==> config.mk <==
export PLATFORM = sky130hd
export DESIGN_NAME = rrq_ctrl
export DESIGN_NICKNAME = d
export VERILOG_FILES = /design/src/rtl/rrq_pkg.sv /design/src/rtl/rrq_ctrl.sv
export SDC_FILE = /design/constraint.sdc
export NUM_CORES = 1
export LEC_CHECK = 0
export ABC_AREA = 0
export BUFFER_PORTS_ARGS = -buffer_cell sky130_fd_sc_hd__buf_2
export CORE_AREA = 2 2 39 41
export DETAILED_ROUTE_END_ITERATION = 10
export DIE_AREA = 0 0 41 43
export HOLD_SLACK_MARGIN = 0.08
export MAX_ROUTING_LAYER = met4
export REMOVE_ABC_BUFFERS = 1
export SLEW_MARGIN = 40
export SYNTH_ARGS = -nofsm -noshare
export SYNTH_HDL_FRONTEND = slang
export SYNTH_SLANG_ARGS = --single-unit
==> constraint.sdc <==
create_clock -name clk -period 1.6 [get_ports clk]
set_input_delay 0.32 -clock clk [delete_from_list [all_inputs] [get_ports clk]]
set_output_delay 0.32 -clock clk [all_outputs]
set_load 0.05 [all_outputs]
==> src/rtl/rrq_pkg.sv <==
// ----------------------------------------------------------------------------
// rrq_pkg
// shared types, codes and helpers for the reservation ring queue unit
// ----------------------------------------------------------------------------
`default_nettype none

package rrq_pkg;

  localparam int DATA_W  = 32;
  localparam int OFS_W   = 32;
  localparam int COUNT_W = 3;
  localparam int PADDR_W = 3;
  localparam int PDATA_W = 32;

  // register index taken from paddr[2]
  localparam logic REG_PRODUCER_COUNT = 1'b0;
  localparam logic REG_CONSUMER_COUNT = 1'b1;

  localparam logic [COUNT_W-1:0] COUNT_RESET = 3'd2;

  typedef enum logic [1:0] {
    CMD_RESV_PUSH    = 2'd0,
    CMD_COMMIT_PUSH  = 2'd1,
    CMD_RESV_POP     = 2'd2,
    CMD_COMPLETE_POP = 2'd3
  } cmd_t;

  typedef enum logic [2:0] {
    ST_OK       = 3'd0,
    ST_WAIT     = 3'd1,
    ST_NO_RESV  = 3'd2,
    ST_ALREADY  = 3'd3,
    ST_BAD_PORT = 3'd4
  } status_t;

  typedef enum logic [2:0] {
    S_IDLE,
    S_CHECK,
    S_SCAN,
    S_DECIDE,
    S_READ
  } state_t;

  // controller to datapath
  typedef struct packed {
    logic    load;
    logic    reserve;
    logic    scan_init;
    logic    scan_step;
    logic    mem_write;
    logic    mem_read;
    logic    free_resv;
    logic    finish;
    status_t fin_status;
  } ctl_cmd_t;

  // datapath to controller
  typedef struct packed {
    logic port_bad;
    logic is_reserve;
    logic is_push;
    logic own_valid;
    logic scan_last;
    logic fits;
  } ctl_sts_t;

  // wrapping order: a lies before b
  function automatic logic ofs_before(input logic [OFS_W-1:0] a,
                                      input logic [OFS_W-1:0] b);
    logic [OFS_W-1:0] diff;
    diff = a - b;
    return diff[OFS_W-1];
  endfunction

endpackage

`default_nettype wire

==> src/rtl/rrq_ctrl.sv <==
// ----------------------------------------------------------------------------
// rrq_ctrl
// command sequencer: check, oldest-reservation scan, decide, slot read
// ----------------------------------------------------------------------------
`default_nettype none

module rrq_ctrl (
  input  wire logic              clk,
  input  wire logic              rst,
  input  wire logic              start,
  output logic                   busy,
  input  wire rrq_pkg::ctl_sts_t sts,
  output rrq_pkg::ctl_cmd_t      ctl
);
  import rrq_pkg::*;

  state_t state, state_next;

  always_ff @(posedge clk) begin
    if (rst) begin
      state <= S_IDLE;
    end else begin
      state <= state_next;
    end
  end

  always_comb begin
    state_next     = state;
    ctl            = '0;
    ctl.fin_status = ST_OK;
    busy           = (state != S_IDLE);
    case (state)
      S_IDLE: begin
        if (start) begin
          ctl.load   = 1'b1;
          state_next = S_CHECK;
        end
      end
      S_CHECK: begin
        if (sts.port_bad) begin
          ctl.finish     = 1'b1;
          ctl.fin_status = ST_BAD_PORT;
          state_next     = S_IDLE;
        end else if (sts.is_reserve) begin
          ctl.finish = 1'b1;
          if (sts.own_valid) begin
            ctl.fin_status = ST_ALREADY;
          end else begin
            ctl.reserve    = 1'b1;
            ctl.fin_status = ST_OK;
          end
          state_next = S_IDLE;
        end else if (!sts.own_valid) begin
          ctl.finish     = 1'b1;
          ctl.fin_status = ST_NO_RESV;
          state_next     = S_IDLE;
        end else begin
          ctl.scan_init = 1'b1;
          state_next    = S_SCAN;
        end
      end
      S_SCAN: begin
        ctl.scan_step = 1'b1;
        if (sts.scan_last) begin
          state_next = S_DECIDE;
        end
      end
      S_DECIDE: begin
        if (!sts.fits) begin
          ctl.finish     = 1'b1;
          ctl.fin_status = ST_WAIT;
          state_next     = S_IDLE;
        end else if (sts.is_push) begin
          ctl.mem_write  = 1'b1;
          ctl.free_resv  = 1'b1;
          ctl.finish     = 1'b1;
          ctl.fin_status = ST_OK;
          state_next     = S_IDLE;
        end else begin
          ctl.mem_read  = 1'b1;
          ctl.free_resv = 1'b1;
          state_next    = S_READ;
        end
      end
      S_READ: begin
        ctl.finish     = 1'b1;
        ctl.fin_status = ST_OK;
        state_next     = S_IDLE;
      end
      default: begin
        state_next = S_IDLE;
      end
    endcase
  end

endmodule

`default_nettype wire

==> results of run 1 <==
[power by group]
group | switching (W) | internal [W]
clock network | 0.0000362 | 0.0000933
logic | 0.0000594 | 0.0000394
registers | 0.00000389 | 0.0000738
total | 0.0000995 | 0.000206
[final timing paths]
kind	to	slack [ps]	depth (start not counted)
worst max-delay path	ctl[1]	20	3
worst min-delay path	state[1]	280	2
worst max register to register	state[1]	570	4
worst min register to register	state[0]	580	2
[critical path, delay by kind of cell, from the launching register on]
| family | cells | cell delay, ps |
|---|---|---|
| DFF | 1 | 360 |
| buffers and inverters | 1 | 160 |
| and+or+nand+nor | 2 | 520 |
[layout make-up]
class                      instances  area, sq um
timing repair buffer              26          188
clock buffer                       4         26.3
fill                             149          823
multi-input combinational         30          236
tap                               16         20.0
inverter                           5         18.8
sequential                         3         71.3
[placed cells by master (no fill, tap or decap), types with 2 or more instances in the layout]
| cell | count |
|---|---|
| dfxtp_4 | 3 |
| clkbuf_4 | 6 |
| nor2_2 | 2 |
| nor2_1 | 3 |
| a21oi_1 | 2 |
| inv_1 | 4 |
| ha_1 | 3 |
| buf_2 | 9 |
| mux2i_1 | 2 |
| o21ai_0 | 2 |
| buf_4 | 10 |
| buf_6 | 4 |
| and2_1 | 4 |
[per-layer routing]
layer	vias to the layer above	GRT usage, %
met5	-	-
met4	0	8.00
met3	0	1.57
met2	5	18.4
met1	171	10.2
li1	189	-
[metrics by stage]
stage / TNS [ps] / std cells
2_1_floorplan: -1160 / 38
3_3_place_gp: 0 / 77
3_5_place_dp: 0 / 77
4_1_cts: 0 / 84
5_1_grt: -203 / 84
6_report: 0 / 84
[timing repair]
| action | in CTS | in global routing |
|---|---|---|
| hold endpoints to repair | 0 | 0 |
| hold buffers | 0 | 0 |
| buffers inserted | 3 | 0 |
| endpoints found under the setup margin | 10 | 10 |
| pin swaps | 2 | 1 |
| resized for setup | 16 | 6 |
[cells by family after synthesis]
logic type      after synthesis
mux                           2
fa+ha+maj                     3
compound gates                5
buf+inv                       7
flops                         3
simple gates                 20
==> impl_metrics.csv, run 1 <==
group,metric,value,unit
setup_path,crit_type,"flop to output pin",
route,ant_nets,0,
finish,finish.utilization,40.5,%
timing,fmax,631,MHz
yosys,synth_compound_area_share,8.75,%
die,ios,21,
clock_network,cts_tree,"built",
die,dieArea,1760,sq um
placed_design,hpwlAfterDp,629,um
setup_path,critPathLaunchType,"flop",
yosys,yosys.area_share.simple,44.9,%
setup_path,path_cells,"nor4b_4 > and2_1 > buf_6",
finish,nNetsFinal,81,
clock_network,path_clk_slew,30,ps
timing,relSlewSlack,80.9,%
yosys,yosysWarnings,0,
finish,diodes,0,
global_route,grt_max_degree,10,
yosys,synthesis.area,329,sq um
placed_design,io_buffers,20,
clock_network,htreeDepth,1,
die,die_h,43,um
route,routed_via_density,4.35,
placed_design,placed_cell_area,455,sq um
clock_network,cts_num_sinks,3,
setup_path,slowest_delay,360,ps
yosys,synth_top_family_by_area,"simple AND/OR/NAND/NOR gates",
route,wl_met2,482,um
global_route,grt_pass1_vias,335,
finish,final_area,561,sq um
yosys,syn_inst,40,
die,start_util,23.8,%
timing,hold_slack,281,ps
timing,period_minus_slack,1580,ps
yosys,synth_xor_area_share,0,%
setup_path,cp-startpoint,"state[2]",
timing,slew_violations,0,
yosys,yosysTopAreaCell,"dfxtp_1",
finish,drive_gt1_share,60.3,%
timing,hold_viol,0,
timing,clock_skew,0.798,ps
timing,tightest_slew,286,ps
yosys,synth-async-reset-ratio,0,%
yosys,synth.distinct_cells,23,
timing,rsz0062_at_grt,"true",
yosys,ys_seq_area_share,18.3,%
yosys,synth_top_flop_cell,"dfxtp_1",
timing,worst_slack,16.0,ps
route,wl_per_cell,9.50,um
placed_design,gp_congestion,0.681,
finish,regMostFlops,"state",
clock_network,insertion_delay,230,ps
setup_path,r2r-start,"state[2]",
setup_path,crit_path_end_kind,"output pin",
power_and_ir_drop,peakVddDrop,0.000351,V
setup_path,slowest_stage,"dfxtp_4",
yosys,synth_top_area_share,18.3,%
flow_run,max-cap-violations,0,
route,first_pass_iters,2,
yosys,synth-seq-cells,3,
clock_network,cts_made_buffers,3,
placed_design,place_ws,62.4,ps
die,fp.coreArea,1380,sq um
global_route,grt_overflow,0,
yosys,synth_edf_count,0,
setup_path,cp.arrival,1260,ps
yosys,synth_area_leaders,"dfxtp_1 18%, ha_1 11%, and2_1 7.6%",
yosys,synthAdderAreaFrac,11.4,%
power_and_ir_drop,fin_total_pwr,0.000306,W
route,vias,365,
power_and_ir_drop,power.density,546,nW/um^2
die,rows,14,
setup_path,critPathMaxFanout,6,
yosys,synth_commonest_cells,"4 x and2_1, 4 x inv_1, 3 x dfxtp_1, 3 x ha_1, 3 x nor2_1",
route,routed.top_layer,"met3",
yosys,synth_area_per_cell,8.23,sq um
clock_network,cts_buffer_depth,2,
timing,setup_violations,0,
route,wirelength,798,um
setup_path,required,1280,ps
route,first_iter_violations,3,
clock_network,clockRootBuffer,"clkbuf_4",
global_route,grt_pass1_wl,1260,um
power_and_ir_drop,leakage,0.283,nW
die,die_width,41,um
timing,period_share,99.0,%
global_route,track_usage,10.9,%
finish,reg_top3,"state x3",
yosys,synth_mux_area_share,6.08,%
route,met1_length,287,um
route,route.met3.wl,28,um
run_status,status,"completed",
route,drc,0,
worst_hold_path,hp-start,"rst",
worst_hold_path,hold_class,"primary input to flop",
finish,area_growth,70.3,%
finish,largest_reg_flops,3,
global_route,grt_antenna_before_repair,0,
Power figures use the tool's default switching activity.
==> inputs of run 2 (changes only) <==
==> constraint.sdc (replaced) <==
create_clock -name clk -period 1.5 [get_ports clk]
set_input_delay 0.3 -clock clk [delete_from_list [all_inputs] [get_ports clk]]
set_output_delay 0.3 -clock clk [all_outputs]
set_load 0.05 [all_outputs]
==> impl_metrics.csv, run 2 (same netlist as run 1, synthesis figures left out) <==
group,metric,value,unit
route,first_pass_iters,2,
setup_path,crit_type,"flop to output pin",
clock_network,path_clk_slew,40,ps
finish,diodes,0,
setup_path,cp.arrival,1250,ps
power_and_ir_drop,fin_total_pwr,0.000340,W
placed_design,io_buffers,20,
setup_path,critical-path-top-delay-family,"simple AND/OR/NAND/NOR gates",
route,vias,377,
setup_path,slowest_stage,"dfxtp_4",
global_route,grt_pass1_wl,1480,um
die,rows,14,
timing,tightest_slew,268,ps
setup_path,path_cells,"nor4b_4 > and2_1 > buf_6",
run_status,violations,"negative setup slack",
die,fp.coreArea,1380,sq um
die,die_h,43,um
placed_design,place_inst,80,
setup_path,slowest_delay,360,ps
die,ios,21,
setup_path,crit_path_end_kind,"output pin",
finish,area_growth,90.9,%
clock_network,cts_made_buffers,3,
clock_network,cts_num_sinks,3,
setup_path,critPathBufInv,1,
global_route,grt_max_degree,8,
timing,hold_viol,0,
timing,worst_slack,-48.5,ps
placed_design,place_ws,6.67,ps
placed_design,gp_congestion,0.698,
clock_network,htreeDepth,1,
run_status,status,"finished with violations",
flow_run,max-cap-violations,0,
timing,slew_violations,0,
setup_path,critPathMaxFanout,7,
route,wirelength,857,um
setup_path,required,1200,ps
finish,final_area,628,sq um
clock_network,cts_buffer_depth,2,
timing,period_minus_slack,1550,ps
finish,drive_gt1_share,66.2,%
finish,layout_commonest_cell,"buf_6",
global_route,grt_overflow,0,
placed_design,hpwlAfterDp,637,um
placed_design,placed_cell_area,478,sq um
die,dieArea,1760,sq um
route,drc,0,
clock_network,cts_tree,"built",
setup_path,critPathLaunchType,"flop",
power_and_ir_drop,peakVddDrop,0.000433,V
timing,fmax,646,MHz
global_route,grt_antenna_before_repair,0,
finish,regMostFlops,"state",
route,first_iter_violations,2,
finish,largest_reg_flops,3,
timing,period_share,103,%
global_route,track_usage,12.2,%
finish,nNetsFinal,84,
clock_network,clockRootBuffer,"clkbuf_4",
finish,reg_top3,"state x3",
finish,final_cell_mix,"11 x buf_6, 10 x buf_4, 8 x buf_2",
die,die_width,41,um
finish,finish.utilization,45.4,%
power_and_ir_drop,leakage,0.307,nW
timing,setup_violations,7,
global_route,grt_pass1_vias,390,
route,ant_nets,0,
timing,rsz0062_at_grt,"true",
route,wl_per_cell,9.85,um
clock_network,insertion_delay,230,ps
timing,relSlewSlack,82.1,%
die,start_util,23.8,%
power_and_ir_drop,power.density,541,nW/um^2
finish,stdcell_count,87,
timing,clock_skew,3.94,ps
worst_hold_path,hold_class,"primary input to flop",
route,routed_via_density,4.33,
## run 2: final timing paths
kind         startpoint  endpoint  slack, ps  cells past startpoint
max            state[1]    ctl[9]        -50                      3
min                 rst  state[1]        260                      2
min reg2reg    state[0]  state[0]        490                      1
max reg2reg    state[1]  state[1]        400                      5
## run 2: per-stage QoR
stage | hold WS (ps) | setup TNS (ps)
after floorplan | 367 | -1630
after global placement | 506 | 0
after detailed placement | 505 | 0
after CTS | 251 | -446
after global routing | 243 | -946
final | 257 | -292
## run 2: cell type report
class / instances / area, sq um
Multi-Input combinational cell: 30 / 258
Timing Repair Buffer: 29 / 239
Fill cell: 141 / 756
Inverter: 5 / 18.8
Clock buffer: 4 / 26.3
Tap cell: 16 / 20.0
Sequential cell: 3 / 66.3
## run 2: layer usage
layer / wire length [um] / GRT usage [%] / share of wire (%) / vias to the layer above
met5: 0 / - / 0 / -
met4: 0 / 4.00 / 0 / 0
met3: 32 / 4.71 / 3.7 / 0
met2: 492 / 17.5 / 57 / 7
met1: 331 / 15.3 / 39 / 175
li1: - / - / - / 195
## run 2: report_power, final
group,switching [W],internal (W),total (W)
clock network,0.0000376,0.0000994,0.000137
registers,0.00000415,0.0000814,0.0000855
logic,0.0000668,0.0000502,0.000117
total,0.000109,0.000231,0.000340
## run 2: repair_timing
| item | CTS | global route |
|---|---|---|
| endpoints found under the setup margin | 12 | 12 |
| hold buffers | 0 | 0 |
| setup buffers | 2 | 1 |
| pin swaps | 5 | 5 |
| resized for setup | 27 | 7 |
==> inputs of run 3 (changes only) <==
--- a/config.mk
+++ b/config.mk
@@ -12,6 +12,7 @@
 export DIE_AREA = 0 0 41 43
 export HOLD_SLACK_MARGIN = 0.08
 export MAX_ROUTING_LAYER = met4
+export PLACE_DENSITY = 0.54
 export REMOVE_ABC_BUFFERS = 1
 export SLEW_MARGIN = 40
 export SYNTH_ARGS = -nofsm -noshare
==> impl_metrics.csv, run 3 (same netlist as run 1, synthesis figures left out) <==
group,metric,value,unit
power_and_ir_drop,power.density,510,nW/um^2
clock_network,path_clk_slew,30,ps
clock_network,cts_num_sinks,3,
timing,fmax,638,MHz
timing,hold_slack,267,ps
global_route,grt_overflow,0,
setup_path,critPathLaunchType,"flop",
setup_path,r2r-start,"state[1]",
setup_path,r2r_slack,410,ps
power_and_ir_drop,fin_total_pwr,0.000346,W
timing,worst_slack,-66.9,ps
timing,clock_skew,0.577,ps
setup_path,required,1200,ps
run_status,violations,"negative setup slack",
placed_design,gp_congestion,0.746,
clock_network,cts_made_buffers,3,
die,die_width,41,um
global_route,grt_pass1_wl,1150,um
route,wirelength,855,um
timing,setup_violations,5,
finish,final_cell_mix,"11 x buf_4, 8 x buf_2, 6 x buf_6",
global_route,grt_max_degree,9,
placed_design,place_ws,20.0,ps
die,fp.coreArea,1380,sq um
clock_network,cts_buffer_depth,2,
setup_path,reg2reg_depth,5,
route,first_iter_violations,0,
finish,area_growth,106,%
timing,tightest_slew,257,ps
die,rows,14,
die,dieArea,1760,sq um
global_route,track_usage,9.97,%
global_route,grt_pass1_vias,310,
worst_hold_path,hold_class,"primary input to flop",
die,start_util,23.8,%
timing,hold_viol,0,
die,ios,21,
finish,nNetsFinal,84,
timing,slew_violations,0,
route,drc,0,
die,die_h,43,um
clock_network,cts_tree,"built",
finish,stdcell_count,87,
finish,diodes,0,
setup_path,critPathMaxFanout,8,
route,routed_via_density,4.34,
setup_path,crit_path_end_kind,"output pin",
clock_network,clockRootBuffer,"clkbuf_4",
global_route,grt_antenna_before_repair,0,
clock_network,insertion_delay,220,ps
setup_path,cp.arrival,1270,ps
flow_run,max-cap-violations,0,
finish,reg_top3,"state x3",
finish,layout_commonest_cell,"buf_4",
finish,drive_gt1_share,74.6,%
timing,setup-tns-final,-177,ps
placed_design,hpwlAfterDp,645,um
clock_network,htreeDepth,1,
route,ant_nets,0,
timing,period_minus_slack,1570,ps
timing,relSlewSlack,82.8,%
placed_design,io_buffers,20,
finish,largest_reg_flops,3,
power_and_ir_drop,leakage,0.316,nW
timing,rsz0062_at_grt,"true",
finish,regMostFlops,"state",
worst_hold_path,hold_path_depth,2,
route,first_pass_iters,1,
worst_hold_path,min_to,"state[1]",
timing,period_share,104,%
setup_path,crit_type,"flop to output pin",
route,vias,378,
worst_hold_path,hp-start,"rst",
run_status,status,"finished with violations",
placed_design,place_inst,81,
setup_path,r2r-end,"state[1]",
power_and_ir_drop,peakVddDrop,0.000257,V
route,wl_per_cell,9.83,um
[run 3: cell count changes in the layout (fill, tap and decap cells not counted), moves of 2 or more]
cell / change
and2_1: -2
and2_4: +2
buf_6: -5
buf_8: +4
dfxtp_2: -2
dfxtp_4: +2
nor2_4: +2
[run 3: final cells by class]
class                   instances  area [sq um]
clock buffers                   4          26.3
fillers                       139           706
inverters                       5          18.8
multi-input cells              30           292
flip-flops and latches          3          71.3
well taps                      16          20.0
repair buffers                 29           250
[run 3: critical path, cell delays in order (launching register included)]
cell and delay (ps):
dfxtp_4 360, or3_4 410, nor2_4 120, buf_8 150
[run 3: how the worst max path moves through the flow]
stage,from,to,slack (ps),cells after the start
2_1_floorplan,state[1],ctl[0],-630,3
3_3_place_gp,state[1],ctl[6],20,5
3_5_place_dp,state[1],ctl[6],20,5
4_1_cts,state[1],ctl[0],-80,5
5_1_grt,state[0],ctl[3],-120,4
6_report,state[1],ctl[10],-70,3
[run 3: per-layer routing]
metal / vias to the layer above / global-route usage [%] / wire length, um
met1: 175 / 11.5 / 321
met2: 9 / 14.4 / 493
li1: 194 / - / -
met4: 0 / 8.00 / 0
met3: 0 / 1.57 / 39
met5: - / - / 0
[run 3: through the flow]
step           cell area [sq um]  utilization (%)
2_1_floorplan                313                -
3_5_place_dp                 485             35.1
3_3_place_gp                 485             35.1
5_1_grt                      678             49.0
4_1_cts                      588             42.5
6_report                     678             49.0
[run 3: power by group]
part | switching (W) | leakage (nW) | total (W) | internal (W)
registers | 0.00000355 | 0.0267 | 0.0000822 | 0.0000787
logic | 0.0000709 | 0.275 | 0.000128 | 0.0000575
clock network | 0.0000357 | 0.0150 | 0.000135 | 0.0000993
[run 3: what timing repair did]
item,4_1_cts,5_1_grt
gates resized for setup,26,22
endpoints found under the hold margin,0,0
setup buffers,1,1
pin swaps,5,9
hold buffers,0,0
setup endpoints to repair,12,11
